[config.mk]
export PLATFORM = sky130hd
export DESIGN_NAME = four_color_bayer_palette_mapper_top
export DESIGN_NICKNAME = d
export VERILOG_FILES = /design/src/design/fcbpm_pkg.sv /design/src/design/fcbpm_regs.sv /design/src/design/fcbpm_luma.sv /design/src/design/fcbpm_select.sv /design/src/design/fcbpm_blend.sv /design/src/design/four_color_bayer_palette_mapper_top.sv
export SDC_FILE = /design/constraint.sdc
export NUM_CORES = 2
export LEC_CHECK = 0
export ABC_AREA = 1
export ABC_CLOCK_PERIOD_IN_PS = 6400
export BUFFER_PORTS_ARGS = -buffer_cell sky130_fd_sc_hd__buf_2
export CORE_ASPECT_RATIO = 1.2
export CORE_MARGIN = 1
export CORE_UTILIZATION = 40
export CTS_CLUSTER_SIZE = 16
export DETAILED_ROUTE_END_ITERATION = 12
export SYNTH_ARGS = -nofsm -noshare
export SYNTH_HDL_FRONTEND = slang
export SYNTH_SLANG_ARGS = --single-unit
export TNS_END_PERCENT = 5
[constraint.sdc]
create_clock -name clk -period 6.4 [get_ports clk]
set_clock_uncertainty 0.05 [all_clocks]
set_input_delay 0.64 -clock clk [delete_from_list [all_inputs] [get_ports clk]]
set_output_delay 0.64 -clock clk [all_outputs]
set_load 0.05 [all_outputs]
[src/design/fcbpm_pkg.sv]
package fcbpm_pkg;

	localparam int PIX_W  = 16;
	localparam int LUM_W  = 16;
	localparam int STR_W  = 9;
	localparam int DITH_W = 4;
	localparam int ADDR_W = 5;
	localparam int DATA_W = 32;

	// Rec.601 weights, Q24 per channel maximum
	localparam logic [17:0] LUMA_KR = 18'd161819;
	localparam logic [17:0] LUMA_KG = 18'd156321;
	localparam logic [17:0] LUMA_KB = 18'd61697;

	// band bounds in Q0.16 (upper bound of the top band lies past full scale)
	localparam logic [16:0] BAND1_LO = 17'd6554;
	localparam logic [16:0] BAND1_HI = 17'd26214;
	localparam logic [16:0] BAND1_R  = 17'd9830;
	localparam logic [16:0] BAND2_LO = 17'd21627;
	localparam logic [16:0] BAND2_HI = 17'd43909;
	localparam logic [16:0] BAND2_R  = 17'd11141;
	localparam logic [16:0] BAND3_LO = 17'd6554;
	localparam logic [16:0] BAND3_HI = 17'd72090;
	localparam logic [16:0] BAND3_R  = 17'd32768;
	localparam logic [16:0] BIAS_POINT = 17'd42598;

	localparam logic [STR_W-1:0] FULL_WEIGHT = 9'd256;

	localparam logic [PIX_W-1:0] DARKEST_RST  = 16'd6339;
	localparam logic [PIX_W-1:0] DARK_RST     = 16'd13062;
	localparam logic [PIX_W-1:0] LIGHT_RST    = 16'd36234;
	localparam logic [PIX_W-1:0] LIGHTEST_RST = 16'd40417;
	localparam logic [STR_W-1:0] STRENGTH_RST = 9'd256;

	// row-major, index {row, column}
	localparam logic [DITH_W-1:0] BAYER [16] = '{
		4'd0,  4'd8,  4'd2,  4'd10,
		4'd12, 4'd4,  4'd14, 4'd6,
		4'd3,  4'd11, 4'd1,  4'd9,
		4'd15, 4'd7,  4'd13, 4'd5
	};

	typedef enum logic [2:0] {
		REG_DARKEST  = 3'd0,
		REG_DARK     = 3'd1,
		REG_LIGHT    = 3'd2,
		REG_LIGHTEST = 3'd3,
		REG_STRENGTH = 3'd4
	} reg_idx_t;

	typedef enum logic [1:0] {
		PAL_DARKEST  = 2'd0,
		PAL_DARK     = 2'd1,
		PAL_LIGHT    = 2'd2,
		PAL_LIGHTEST = 2'd3
	} pal_sel_t;

	typedef struct packed {
		logic [PIX_W-1:0] darkest;
		logic [PIX_W-1:0] dark;
		logic [PIX_W-1:0] light;
		logic [PIX_W-1:0] lightest;
		logic [STR_W-1:0] strength;
	} cfg_t;

	typedef struct packed {
		logic [PIX_W-1:0]  pixel;
		logic [STR_W-1:0]  strength;
		logic [DITH_W-1:0] dither;
		logic [LUM_W-1:0]  lum;
	} luma_stage_t;

	typedef struct packed {
		logic [PIX_W-1:0] pixel;
		logic [STR_W-1:0] strength;
		pal_sel_t         sel;
	} sel_stage_t;

endpackage

[src/design/fcbpm_regs.sv]
module fcbpm_regs (
	input  logic                            clk,
	input  logic                            arst_n,
	input  logic                            psel,
	input  logic                            penable,
	input  logic                            pwrite,
	input  logic [fcbpm_pkg::ADDR_W-1:0]    paddr,
	input  logic [fcbpm_pkg::DATA_W-1:0]    pwdata,
	output logic [fcbpm_pkg::DATA_W-1:0]    prdata,
	output logic                            pready,
	output fcbpm_pkg::cfg_t                 cfg
);

	fcbpm_pkg::cfg_t cfg_q;
	fcbpm_pkg::reg_idx_t idx;
	logic wr_en;

	assign idx    = fcbpm_pkg::reg_idx_t'(paddr[4:2]);
	assign wr_en  = psel && penable && pwrite;
	assign pready = 1'b1;
	assign cfg    = cfg_q;

	always_ff @(posedge clk or negedge arst_n) begin
		if (!arst_n) begin
			cfg_q.darkest  <= fcbpm_pkg::DARKEST_RST;
			cfg_q.dark     <= fcbpm_pkg::DARK_RST;
			cfg_q.light    <= fcbpm_pkg::LIGHT_RST;
			cfg_q.lightest <= fcbpm_pkg::LIGHTEST_RST;
			cfg_q.strength <= fcbpm_pkg::STRENGTH_RST;
		end else if (wr_en) begin
			case (idx)
				fcbpm_pkg::REG_DARKEST:  cfg_q.darkest  <= pwdata[fcbpm_pkg::PIX_W-1:0];
				fcbpm_pkg::REG_DARK:     cfg_q.dark     <= pwdata[fcbpm_pkg::PIX_W-1:0];
				fcbpm_pkg::REG_LIGHT:    cfg_q.light    <= pwdata[fcbpm_pkg::PIX_W-1:0];
				fcbpm_pkg::REG_LIGHTEST: cfg_q.lightest <= pwdata[fcbpm_pkg::PIX_W-1:0];
				fcbpm_pkg::REG_STRENGTH: cfg_q.strength <= pwdata[fcbpm_pkg::STR_W-1:0];
				default: ;
			endcase
		end
	end

	always_comb begin
		prdata = '0;
		case (idx)
			fcbpm_pkg::REG_DARKEST:  prdata = 32'(cfg_q.darkest);
			fcbpm_pkg::REG_DARK:     prdata = 32'(cfg_q.dark);
			fcbpm_pkg::REG_LIGHT:    prdata = 32'(cfg_q.light);
			fcbpm_pkg::REG_LIGHTEST: prdata = 32'(cfg_q.lightest);
			fcbpm_pkg::REG_STRENGTH: prdata = 32'(cfg_q.strength);
			default:                 prdata = '0;
		endcase
	end

endmodule

[src/design/fcbpm_luma.sv]
module fcbpm_luma (
	input  logic                          clk,
	input  logic                          arst_n,
	input  logic                          in_valid,
	input  logic [fcbpm_pkg::PIX_W-1:0]   pixel_in,
	input  logic [1:0]                    column_phase,
	input  logic [1:0]                    row_phase,
	input  logic [fcbpm_pkg::STR_W-1:0]   strength,
	output logic                          valid_s1,
	output fcbpm_pkg::luma_stage_t        stage_s1
);

	logic [24:0] sum;
	logic [16:0] lum_raw;
	logic [fcbpm_pkg::LUM_W-1:0] lum;

	always_comb begin
		sum = 25'(pixel_in[15:11]) * 25'(fcbpm_pkg::LUMA_KR)
		    + 25'(pixel_in[10:5])  * 25'(fcbpm_pkg::LUMA_KG)
		    + 25'(pixel_in[4:0])   * 25'(fcbpm_pkg::LUMA_KB)
		    + 25'd128;
		lum_raw = sum[24:8];
		lum = lum_raw[16] ? '1 : lum_raw[15:0];
	end

	always_ff @(posedge clk or negedge arst_n) begin
		if (!arst_n)
			valid_s1 <= 1'b0;
		else
			valid_s1 <= in_valid;
	end

	always_ff @(posedge clk) begin
		stage_s1.pixel    <= pixel_in;
		stage_s1.strength <= strength;
		stage_s1.dither   <= fcbpm_pkg::BAYER[{row_phase, column_phase}];
		stage_s1.lum      <= lum;
	end

endmodule

[src/design/fcbpm_select.sv]
module fcbpm_select (
	input  logic                      clk,
	input  logic                      arst_n,
	input  logic                      valid_s1,
	input  fcbpm_pkg::luma_stage_t    stage_s1,
	output logic                      valid_s2,
	output fcbpm_pkg::sel_stage_t     stage_s2
);

	function automatic logic lighter_wins(input logic [16:0] lum, input logic [16:0] lo,
			input logic [16:0] half, input logic [3:0] d);
		logic [23:0] lhs;
		logic [23:0] rhs;
		lhs = 24'(d) * 24'(half) * 24'd2;
		rhs = 24'd15 * 24'(lum - lo);
		return lhs < rhs;
	endfunction

	logic [16:0] l;
	logic [23:0] bias_lhs;
	logic [23:0] bias_rhs;
	logic top_win;
	fcbpm_pkg::pal_sel_t sel;

	always_comb begin
		l = {1'b0, stage_s1.lum};
		bias_lhs = 24'(stage_s1.dither) * 24'(fcbpm_pkg::BAND3_R) * 24'd10;
		bias_rhs = 24'd15 * (24'd3 * 24'(l - fcbpm_pkg::BAND3_LO)
		         + 24'd4 * 24'(fcbpm_pkg::BAND3_R));
		if (l > fcbpm_pkg::BIAS_POINT)
			top_win = bias_lhs < bias_rhs;
		else
			top_win = lighter_wins(l, fcbpm_pkg::BAND3_LO, fcbpm_pkg::BAND3_R,
				stage_s1.dither);

		if (l <= fcbpm_pkg::BAND1_LO)
			sel = fcbpm_pkg::PAL_DARKEST;
		else if (l <= fcbpm_pkg::BAND1_HI)
			sel = lighter_wins(l, fcbpm_pkg::BAND1_LO, fcbpm_pkg::BAND1_R, stage_s1.dither)
				? fcbpm_pkg::PAL_DARK : fcbpm_pkg::PAL_DARKEST;
		else if (l <= fcbpm_pkg::BAND2_LO)
			sel = fcbpm_pkg::PAL_DARK;
		else if (l <= fcbpm_pkg::BAND2_HI)
			sel = lighter_wins(l, fcbpm_pkg::BAND2_LO, fcbpm_pkg::BAND2_R, stage_s1.dither)
				? fcbpm_pkg::PAL_LIGHT : fcbpm_pkg::PAL_DARK;
		else if (l <= fcbpm_pkg::BAND3_LO)
			sel = fcbpm_pkg::PAL_LIGHT;
		else if (l <= fcbpm_pkg::BAND3_HI)
			sel = top_win ? fcbpm_pkg::PAL_LIGHTEST : fcbpm_pkg::PAL_LIGHT;
		else
			sel = fcbpm_pkg::PAL_LIGHTEST;
	end

	always_ff @(posedge clk or negedge arst_n) begin
		if (!arst_n)
			valid_s2 <= 1'b0;
		else
			valid_s2 <= valid_s1;
	end

	always_ff @(posedge clk) begin
		stage_s2.pixel    <= stage_s1.pixel;
		stage_s2.strength <= stage_s1.strength;
		stage_s2.sel      <= sel;
	end

endmodule

[src/design/fcbpm_blend.sv]
module fcbpm_blend (
	input  logic                          clk,
	input  logic                          arst_n,
	input  logic                          valid_s2,
	input  fcbpm_pkg::sel_stage_t         stage_s2,
	input  fcbpm_pkg::cfg_t               cfg,
	output logic                          valid_s3,
	output logic [fcbpm_pkg::PIX_W-1:0]   pixel_s3
);

	function automatic logic [5:0] mix(input logic [5:0] a, input logic [5:0] p,
			input logic [8:0] s, input logic [5:0] maxv);
		logic [15:0] v;
		logic [7:0]  t;
		v = 16'(a) * 16'(9'd256 - s) + 16'(p) * 16'(s);
		t = v[15:8];
		return (t > 8'(maxv)) ? maxv : t[5:0];
	endfunction

	logic [fcbpm_pkg::PIX_W-1:0] pal;
	logic [fcbpm_pkg::PIX_W-1:0] mixed;
	logic [fcbpm_pkg::PIX_W-1:0] result;
	logic [5:0] r_m, g_m, b_m;

	always_comb begin
		case (stage_s2.sel)
			fcbpm_pkg::PAL_DARKEST:  pal = cfg.darkest;
			fcbpm_pkg::PAL_DARK:     pal = cfg.dark;
			fcbpm_pkg::PAL_LIGHT:    pal = cfg.light;
			fcbpm_pkg::PAL_LIGHTEST: pal = cfg.lightest;
			default:                 pal = cfg.darkest;
		endcase
		r_m = mix({1'b0, stage_s2.pixel[15:11]}, {1'b0, pal[15:11]}, stage_s2.strength, 6'd31);
		g_m = mix(stage_s2.pixel[10:5], pal[10:5], stage_s2.strength, 6'd63);
		b_m = mix({1'b0, stage_s2.pixel[4:0]}, {1'b0, pal[4:0]}, stage_s2.strength, 6'd31);
		mixed = {r_m[4:0], g_m, b_m[4:0]};
		if (stage_s2.strength == '0)
			result = stage_s2.pixel;
		else if (stage_s2.strength >= fcbpm_pkg::FULL_WEIGHT)
			result = pal;
		else
			result = mixed;
	end

	always_ff @(posedge clk or negedge arst_n) begin
		if (!arst_n)
			valid_s3 <= 1'b0;
		else
			valid_s3 <= valid_s2;
	end

	always_ff @(posedge clk) begin
		pixel_s3 <= result;
	end

endmodule

[src/design/four_color_bayer_palette_mapper_top.sv]
// Channel  | Signals                                   | Handshake
// input    | pixel_in, column_phase, row_phase         | start && !busy
// result   | pixel_out                                 | done, one cycle, no stall
// config   | psel penable pwrite paddr pwdata prdata   | APB, pready tied high
//
// Three register stages: luminance, band and dither select, blend.
// One item per clock; pixel_out appears together with done at the output of the blend stage.
// busy is always low; the result stage cannot be held off by the receiver.
// Asynchronous reset clears valid bits and loads the palette reset colors and reset strength.
module four_color_bayer_palette_mapper_top (
	input  logic                          clk,
	input  logic                          arst_n,
	input  logic                          start,
	output logic                          busy,
	input  logic [fcbpm_pkg::PIX_W-1:0]   pixel_in,
	input  logic [1:0]                    column_phase,
	input  logic [1:0]                    row_phase,
	output logic                          done,
	output logic [fcbpm_pkg::PIX_W-1:0]   pixel_out,
	input  logic                          psel,
	input  logic                          penable,
	input  logic                          pwrite,
	input  logic [fcbpm_pkg::ADDR_W-1:0]  paddr,
	input  logic [fcbpm_pkg::DATA_W-1:0]  pwdata,
	output logic [fcbpm_pkg::DATA_W-1:0]  prdata,
	output logic                          pready
);

	fcbpm_pkg::cfg_t cfg;
	fcbpm_pkg::luma_stage_t stage_s1;
	fcbpm_pkg::sel_stage_t stage_s2;
	logic valid_s1, valid_s2;

	assign busy = 1'b0;

	fcbpm_regs u_regs (
		.clk     (clk),
		.arst_n  (arst_n),
		.psel    (psel),
		.penable (penable),
		.pwrite  (pwrite),
		.paddr   (paddr),
		.pwdata  (pwdata),
		.prdata  (prdata),
		.pready  (pready),
		.cfg     (cfg)
	);

	fcbpm_luma u_luma (
		.clk          (clk),
		.arst_n       (arst_n),
		.in_valid     (start && !busy),
		.pixel_in     (pixel_in),
		.column_phase (column_phase),
		.row_phase    (row_phase),
		.strength     (cfg.strength),
		.valid_s1     (valid_s1),
		.stage_s1     (stage_s1)
	);

	fcbpm_select u_select (
		.clk      (clk),
		.arst_n   (arst_n),
		.valid_s1 (valid_s1),
		.stage_s1 (stage_s1),
		.valid_s2 (valid_s2),
		.stage_s2 (stage_s2)
	);

	fcbpm_blend u_blend (
		.clk      (clk),
		.arst_n   (arst_n),
		.valid_s2 (valid_s2),
		.stage_s2 (stage_s2),
		.cfg      (cfg),
		.valid_s3 (done),
		.pixel_s3 (pixel_out)
	);

	a_item_completes: assert property (@(posedge clk) disable iff (!arst_n)
		start |-> ##3 done)
		else $error("accepted item produced no result");

	a_no_spurious_result: assert property (@(posedge clk) disable iff (!arst_n)
		done |-> $past(start, 3))
		else $error("result without an accepted item");

	a_zero_strength_passes: assert property (@(posedge clk) disable iff (!arst_n)
		(done && $past(cfg.strength, 3) == '0) |-> pixel_out == $past(pixel_in, 3))
		else $error("zero strength did not pass the pixel through");

endmodule
== Word-level counts from Yosys, hierarchy flattened ==
Memory sizes are Yosys's and may differ from the RTL's. A register that Yosys moved wholly into a read port is not among the register bits.
Cells that the tools add are included.

* Bits in registers: 160
* Bits in read-only memories: 64
* Input port bits: 63
* Output and inout port bits: 51
* Logic and storage cells: 89
* Memories: 1

{| class="wikitable"
|+ Memories
! memory !! words !! bits a word !! rd ports !! clocked after Yosys merged registers in !! write ports !! line !! text
|-
| (name not given) || 16 || 4 || 1 || 1 || 0 || fcbpm_luma.sv:36 || <nowiki>stage_s1.dither <= fcbpm_pkg::BAYER[{row_phase, column_phase}];</nowiki>
|}

* $add $sub $neg: 10
* Multiply operators: 16
* Magnitude comparators: 14
* Equality and inequality tests: 7
* Mux-type cells: 15
* Bitwise operators: 1
* Reductions and logical operators: 10

{| class="wikitable"
|+ Operators by type and width
! cell !! count
|-
| 16-bit case mux with 5 select lines || 1
|-
| 4-bit by 24-bit multiplier with 24-bit output, first input constant || 3
|-
| 16-bit case mux with 4 select lines || 1
|-
| 19-bit by 24-bit less-than comparator with 1-bit output || 2
|-
| 16-bit by 14-bit adder with 16-bit output || 2
|-
| 16-bit by 15-bit <= comparator with 1-bit output, second input constant || 2
|-
| 16-bit two-way mux || 2
|-
| 5-bit by 9-bit multiplier with 14-bit output || 2
|-
| 23-bit by 24-bit adder with 25-bit output || 1
|-
| 25-bit by 21-bit adder with 25-bit output || 1
|-
| 25-bit by 8-bit adder with 25-bit output, second input constant || 1
|-
| 24-bit by 18-bit adder with 24-bit output, second input constant || 1
|-
| 20-bit by 24-bit less-than comparator with 1-bit output || 1
|-
| 24-bit less-than comparator || 1
|-
| 2-bit by 24-bit multiplier with 24-bit output, first input constant || 1
|-
| 6-bit by 18-bit multiplier with 24-bit output, second input constant || 1
|-
| 5-bit by 18-bit multiplier with 23-bit output, second input constant || 1
|-
| 5-bit by 16-bit multiplier with 21-bit output, second input constant || 1
|-
| 4-bit by 14-bit multiplier with 18-bit output, second input constant || 1
|-
| 16-bit by 17-bit <= comparator with 1-bit output, second input constant || 1
|-
| 4-bit by 13-bit multiplier with 17-bit output, second input constant || 1
|-
| 16-bit by 13-bit subtractor with 17-bit output, second input constant || 1
|-
| 16-bit by 15-bit subtractor with 17-bit output, second input constant || 1
|-
| 16-bit by 15-bit adder with 16-bit output || 1
|-
| 27 further kinds || 42
|}

== Logic depth before layout (Yosys ltp) ==
* Word-level depth: 11
* Mapped depth: 49
* Depth with buffers taken out: 48

== Cells and area by module ==
Synthesis repeated with hierarchy kept, for this count alone.

* Cells, all modules: 4090
* Area total of the unflattened synthesis: 31331.3 um^2

{| class="wikitable"
|+ By module, submodules not included
! module !! times used !! cells an instance !! area an instance (um^2) !! seq. area each (um^2)
|-
| fcbpm_blend || 1 || 1589 || 11807.6 || 345.3
|-
| fcbpm_select || 1 || 1451 || 10480.1 || 565.5
|-
| fcbpm_luma || 1 || 603 || 5431.5 || 925.9
|-
| fcbpm_regs || 1 || 445 || 3601.0 || 1863.0
|-
| four_color_bayer_palette_mapper_top || 1 || 2 || 11.3 || 0.0
|}

== Worst setup path after synthesis ==
Ideal clock, no wire load.

* Path kind: reg-to-reg
* Start point: reg u_luma.stage_s1[1] (netlist name)
* End point: reg u_select.stage_s2[0] (netlist name)
* Setup time: 0.114 ns
* Arrival time: 6.860 ns
* Data required time: 6.236 ns
* Slack: -0.624 ns
* Stages on the path, launching flop included: 45
* Buffers on the path: 0
* Clock period less this slack: 7.024 ns
* Cell sequence: dfxtp_1 -> inv_1 -> ha_1 -> nor2_1 -> nor2_1 -> nor2_1 -> nor2_1 -> o21ai_0 -> xor2_1 -> inv_1 -> ha_1 -> inv_1 -> fa_1 -> nor2_1 -> nand2_1 -> nand2_1 -> a31o_2 -> xor2_1 -> [... 9 more ...] -> ha_1 -> nand3_1 -> nor2_1 -> nand3_1 -> nor2_1 -> nand4_1 -> nor3_1 -> nand4_1 -> nand2_1 -> nand2_1 -> nand2_1 -> nand2_1 -> nand2_1 -> nand2_1 -> nand2_1 -> nand2_1 -> nand2_1 -> nor2_2

* Longest elaborated chain between the ends: 11
* Elaborated cells on any way between the ends: 25
* Classes of those cells: add/sub: 3; mul: 4; order compare: 10; mux: 8

{| class="wikitable"
|+ Ends and longest elaborated chain
! what !! line !! text
|-
| 16-bit by 13-bit subtractor with 17-bit output || fcbpm_select.sv:15, fcbpm_select.sv:28 ||
|-
| 2-bit by 24-bit multiplier with 24-bit output || fcbpm_select.sv:28 || <nowiki>bias_rhs = 24'd15 * (24'd3 * 24'(l - fcbpm_pkg::BAND3_LO)</nowiki>
|-
| 24-bit by 18-bit adder with 24-bit output || fcbpm_select.sv:29 || <nowiki>+ 24'd4 * 24'(fcbpm_pkg::BAND3_R));</nowiki>
|-
| 4-bit by 24-bit multiplier with 24-bit output || fcbpm_select.sv:28 ||
|-
| 24-bit less-than comparator || fcbpm_select.sv:31 || <nowiki>top_win = bias_lhs < bias_rhs;</nowiki>
|-
| 1-bit two-way mux || fcbpm_select.sv:30 || <nowiki>if (l > fcbpm_pkg::BIAS_POINT)</nowiki>
|-
| 1-bit two-way mux || fcbpm_select.sv:49 || <nowiki>sel = top_win ? fcbpm_pkg::PAL_LIGHTEST : fcbpm_pkg::PAL_LIGHT;</nowiki>
|-
| 2-bit two-way mux || fcbpm_select.sv:48 || <nowiki>else if (l <= fcbpm_pkg::BAND3_HI)</nowiki>
|-
| 2-bit two-way mux || fcbpm_select.sv:43 || <nowiki>else if (l <= fcbpm_pkg::BAND2_HI)</nowiki>
|-
| 2-bit two-way mux || fcbpm_select.sv:41 || <nowiki>else if (l <= fcbpm_pkg::BAND2_LO)</nowiki>
|-
| 2-bit two-way mux || fcbpm_select.sv:38 || <nowiki>else if (l <= fcbpm_pkg::BAND1_HI)</nowiki>
|}

Several ways; a longest one is shown, not always the timed one.
A chain may end at the register's enable or synchronous reset.

== Final worst setup path ==
* Start point: reg u_luma.stage_s1[1] (netlist name)
* End point: reg u_select.stage_s2[0] (netlist name)

* Longest elaborated chain between the ends: 11
* Elaborated cells on any way between the ends: 25
* Classes of those cells: add/sub: 3; mul: 4; order compare: 10; mux: 8

{| class="wikitable"
|+ Ends and longest elaborated chain
! what !! line
|-
| 16-bit by 13-bit subtractor with 17-bit output || fcbpm_select.sv:15, fcbpm_select.sv:28
|-
| 2-bit by 24-bit multiplier with 24-bit output || fcbpm_select.sv:28
|-
| 24-bit by 18-bit adder with 24-bit output || fcbpm_select.sv:29
|-
| 4-bit by 24-bit multiplier with 24-bit output || fcbpm_select.sv:28
|-
| 24-bit less-than comparator || fcbpm_select.sv:31
|-
| 1-bit two-way mux || fcbpm_select.sv:30
|-
| 1-bit two-way mux || fcbpm_select.sv:49
|-
| 2-bit two-way mux || fcbpm_select.sv:48
|-
| 2-bit two-way mux || fcbpm_select.sv:43
|-
| 2-bit two-way mux || fcbpm_select.sv:41
|-
| 2-bit two-way mux || fcbpm_select.sv:38
|}

Several ways; a longest one is shown, not always the timed one.

==> flow_summary.yaml <==
floorplan:
  die_area_sq_um: 73100
  dieHeight_microns: 296
  core_area_sq_um: 71100
  die_w_microns: 247
  num_rows: 107
  ios: 114
  initial_utilization_pct: 40.5
setup_path:
  cpPeakStageDelay_ns: 0.45
  worst_setup_path_start_kind: "flip-flop"
  cp_max_fo: 5
  end_kind: "flip-flop"
  path_common_cell: "nand2_1"
  cpMaxStageDelayCell: "fa_1"
  crit_type: "flip-flop to flip-flop"
  worstPathArrival_ns: 6.70
  critical_path_buf_inv_count: 9
  reg2reg_setup_slack_ns: 0.05
  crit_required_ns: 6.75
  critical_path.top_delay_family: "simple AND/OR/NAND/NOR gates"
cts:
  cts_tree: "yes"
  htreeDepth: 4
  cts.hold.buffers_added: 0
  clock_insertion_delay_worst_skew_ns: 0.50
  cts.path.max_buffers: 2
  cts_root_buf: "clkbuf_16"
  path_clk_slew_ns: 0.09
  cts_buffers: 17
  cts_sinks: 164
finish:
  nets: 4802
  drive_gt1_share_pct: 17.5
  fin_area_sq_um: 34300
  diodes: 0
  syn2layout_area_growth_pct: 19.0
  post-route-util_pct: 48.2
yosys:
  synth.most_common_cell: "nand2_1"
  synthDistinctLibCells: 69
  synthFlopType: "dfxtp_1"
  synth_area_leaders: "fa_1, ha_1, nand2_1"
  avgSynthCellArea_sq_um: 8.03
  yosysWarningCount: 0
  ys_seq_area_share_pct: 12.8
  async_reset_ff_share_pct: 46.3
  synth_edf_count: 0
  synth_top_area_cell: "fa_1"
  syn-cell-area_sq_um: 28800
  synth_seq_cells: 164
  synthCells: 3588
  synth_top_area_share_pct: 27.8
  ys_top_cells_by_count: "nand2_1, inv_1, fa_1"
run_status:
  status: "finished with violations"
  violations: "design-rule violations"
timing:
  post-route-period-util_pct: 99.2
  tns_ns: 0
  slew_headroom_pct: 29.2
  layout_setup_ws_ns: 0.0537
  tightest_slew_ns: 1.06
  hold_viol: 0
  drv_slew: 0
  setup_viol: 0
  rsz0062_at_grt: "yes"
  fin_crit_ns: 6.35
  fmax_mhz: 158
place:
  post_dp_cell_area_sq_um: 32600
  dp_hpwl_microns: 63100
  place_congestion: 0.898
  port_buffers: 77
  dp_slack_ns: -0.455
hold_path:
  min_path_type: "input pin to flip-flop"
detailed_routing:
  viasPerCell: 4.87
  vias: 23800
  drtPass1Iterations: 9
  post-route-drc-count: 6
  wl_microns: 75600
  drtIter0Drc: 953
  wl_per_cell_microns: 15.5
  ant_nets: 0
global_route:
  antenna_found_initial: 1
  grt_pass1_wl_microns: 125000
  grt_pass1_vias: 25100
  grt_start_max_net_pins: 77
  grt_usage_pct: 21.8
  grt.overflow.total: 0
run:
  maxCapViolations: 0
## cell usage in the layout, fill, tap and decap left out, types with 7 or more instances in the layout
master / count
a211oi_1: 13
a21o_1: 10
a21oi_1: 148
a21oi_2: 14
buf_2: 76
buf_4: 327
buf_6: 7
clkbuf_16: 17
clkinv_1: 11
conb_1: 18
dfrtp_1: 47
dfstp_2: 29
dfxtp_1: 83
fa_1: 399
ha_1: 360
ha_4: 28
inv_1: 663
inv_2: 28
nand2_1: 766
nand2_2: 24
nand2_4: 7
nand3_1: 108
nand3_2: 7
nand4_1: 44
nor2_1: 206
nor2_2: 13
nor2_4: 10
nor3_1: 9
o21ai_0: 154
o21ai_1: 14
o21ai_2: 8
or2_2: 13
xnor2_1: 53
xor2_1: 87
xor2_2: 12
xor2_4: 12
## timing repair
item,CTS,global route
resized for setup,112,41
pin swaps,72,55
endpoints found under the setup margin,1,18
setup buffers,29,8
## worst register-to-register path, delay by kind of cell, from the launching register on
kind | cells | cell delay, ns
DFF | 1 | 0.35
and+or+nand+nor | 25 | 2.09
AOI/OAI and AO/OA | 5 | 0.75
buffers and inverters | 9 | 0.88
xor gates and xnor gates | 4 | 0.78
adders and majority gates | 5 | 1.35
## per-stage QoR
stage               hold WS (ns)  instances
floorplan                  0.260       3604
global route               0.159       4889
CTS                        0.145       4882
global placement           0.261       4821
detailed placement         0.262       4821
finish                     0.193       4889
## area by class of cell
| class | instances | area, sq um |
|---|---|---|
| Fill cell | 6863 | 36800 |
| Multi-Input combinational cell | 2646 | 23100 |
| Sequential cell | 164 | 3710 |
| Timing Repair Buffer | 415 | 3010 |
| Inverter | 706 | 2660 |
| Tap cell | 926 | 1160 |
| Clock buffer | 17 | 425 |
| Clock inverter | 15 | 183 |
## per-layer routing
metal | part of all wire (%) | vias up | global-route usage (%) | routed length [microns]
li1 | - | 11900 | - | -
met1 | 40 | 11400 | 24.8 | 29900
met2 | 52 | 407 | 39.8 | 39300
met3 | 3.6 | 152 | 2.71 | 2700
met4 | 4.9 | 0 | 11.0 | 3690
met5 | 0 | - | 0 | 0
## logic make-up after synthesis
logic type               count (synthesis)  share of synthesized area (%)
AO/OA/AOI/OAI                          429                           8.48
XOR/XNOR                               169                           5.24
adder cells (fa/ha/maj)                794                           44.9
buffers and inverters                  794                           10.7
flip-flops                             164                           12.8
other                                    2                         0.0261
AND/OR/NAND/NOR                       1236                           17.9
## sequential cells by signal (all words and copies together) (netlist names)
name               cells
u_regs.cfg            73
u_luma.stage_s1       45
u_select.stage_s2     27
u_blend.pixel_s3      16
u_blend.valid_s3       1
u_luma.valid_s1        1
u_select.valid_s2      1
## worst paths after layout
| kind | end | start | depth (start not counted) |
|---|---|---|---|
| setup / recovery | u_select.stage_s2[0] | u_luma.stage_s1[1] | 48 |
| hold / removal | u_luma.valid_s1 | start | 1 |
| max in group asynchronous | u_regs.cfg[25] | arst_n | 1 |
| min in group asynchronous | u_regs.cfg[51] | arst_n | 1 |
| setup reg to reg | u_select.stage_s2[0] | u_luma.stage_s1[1] | 48 |
| hold reg to reg | u_select.stage_s2[26] | u_luma.stage_s1[44] | 0 |
Power is not shown: default switching activity piles up to over one toggle a cycle in this logic, so the estimate is an artifact.
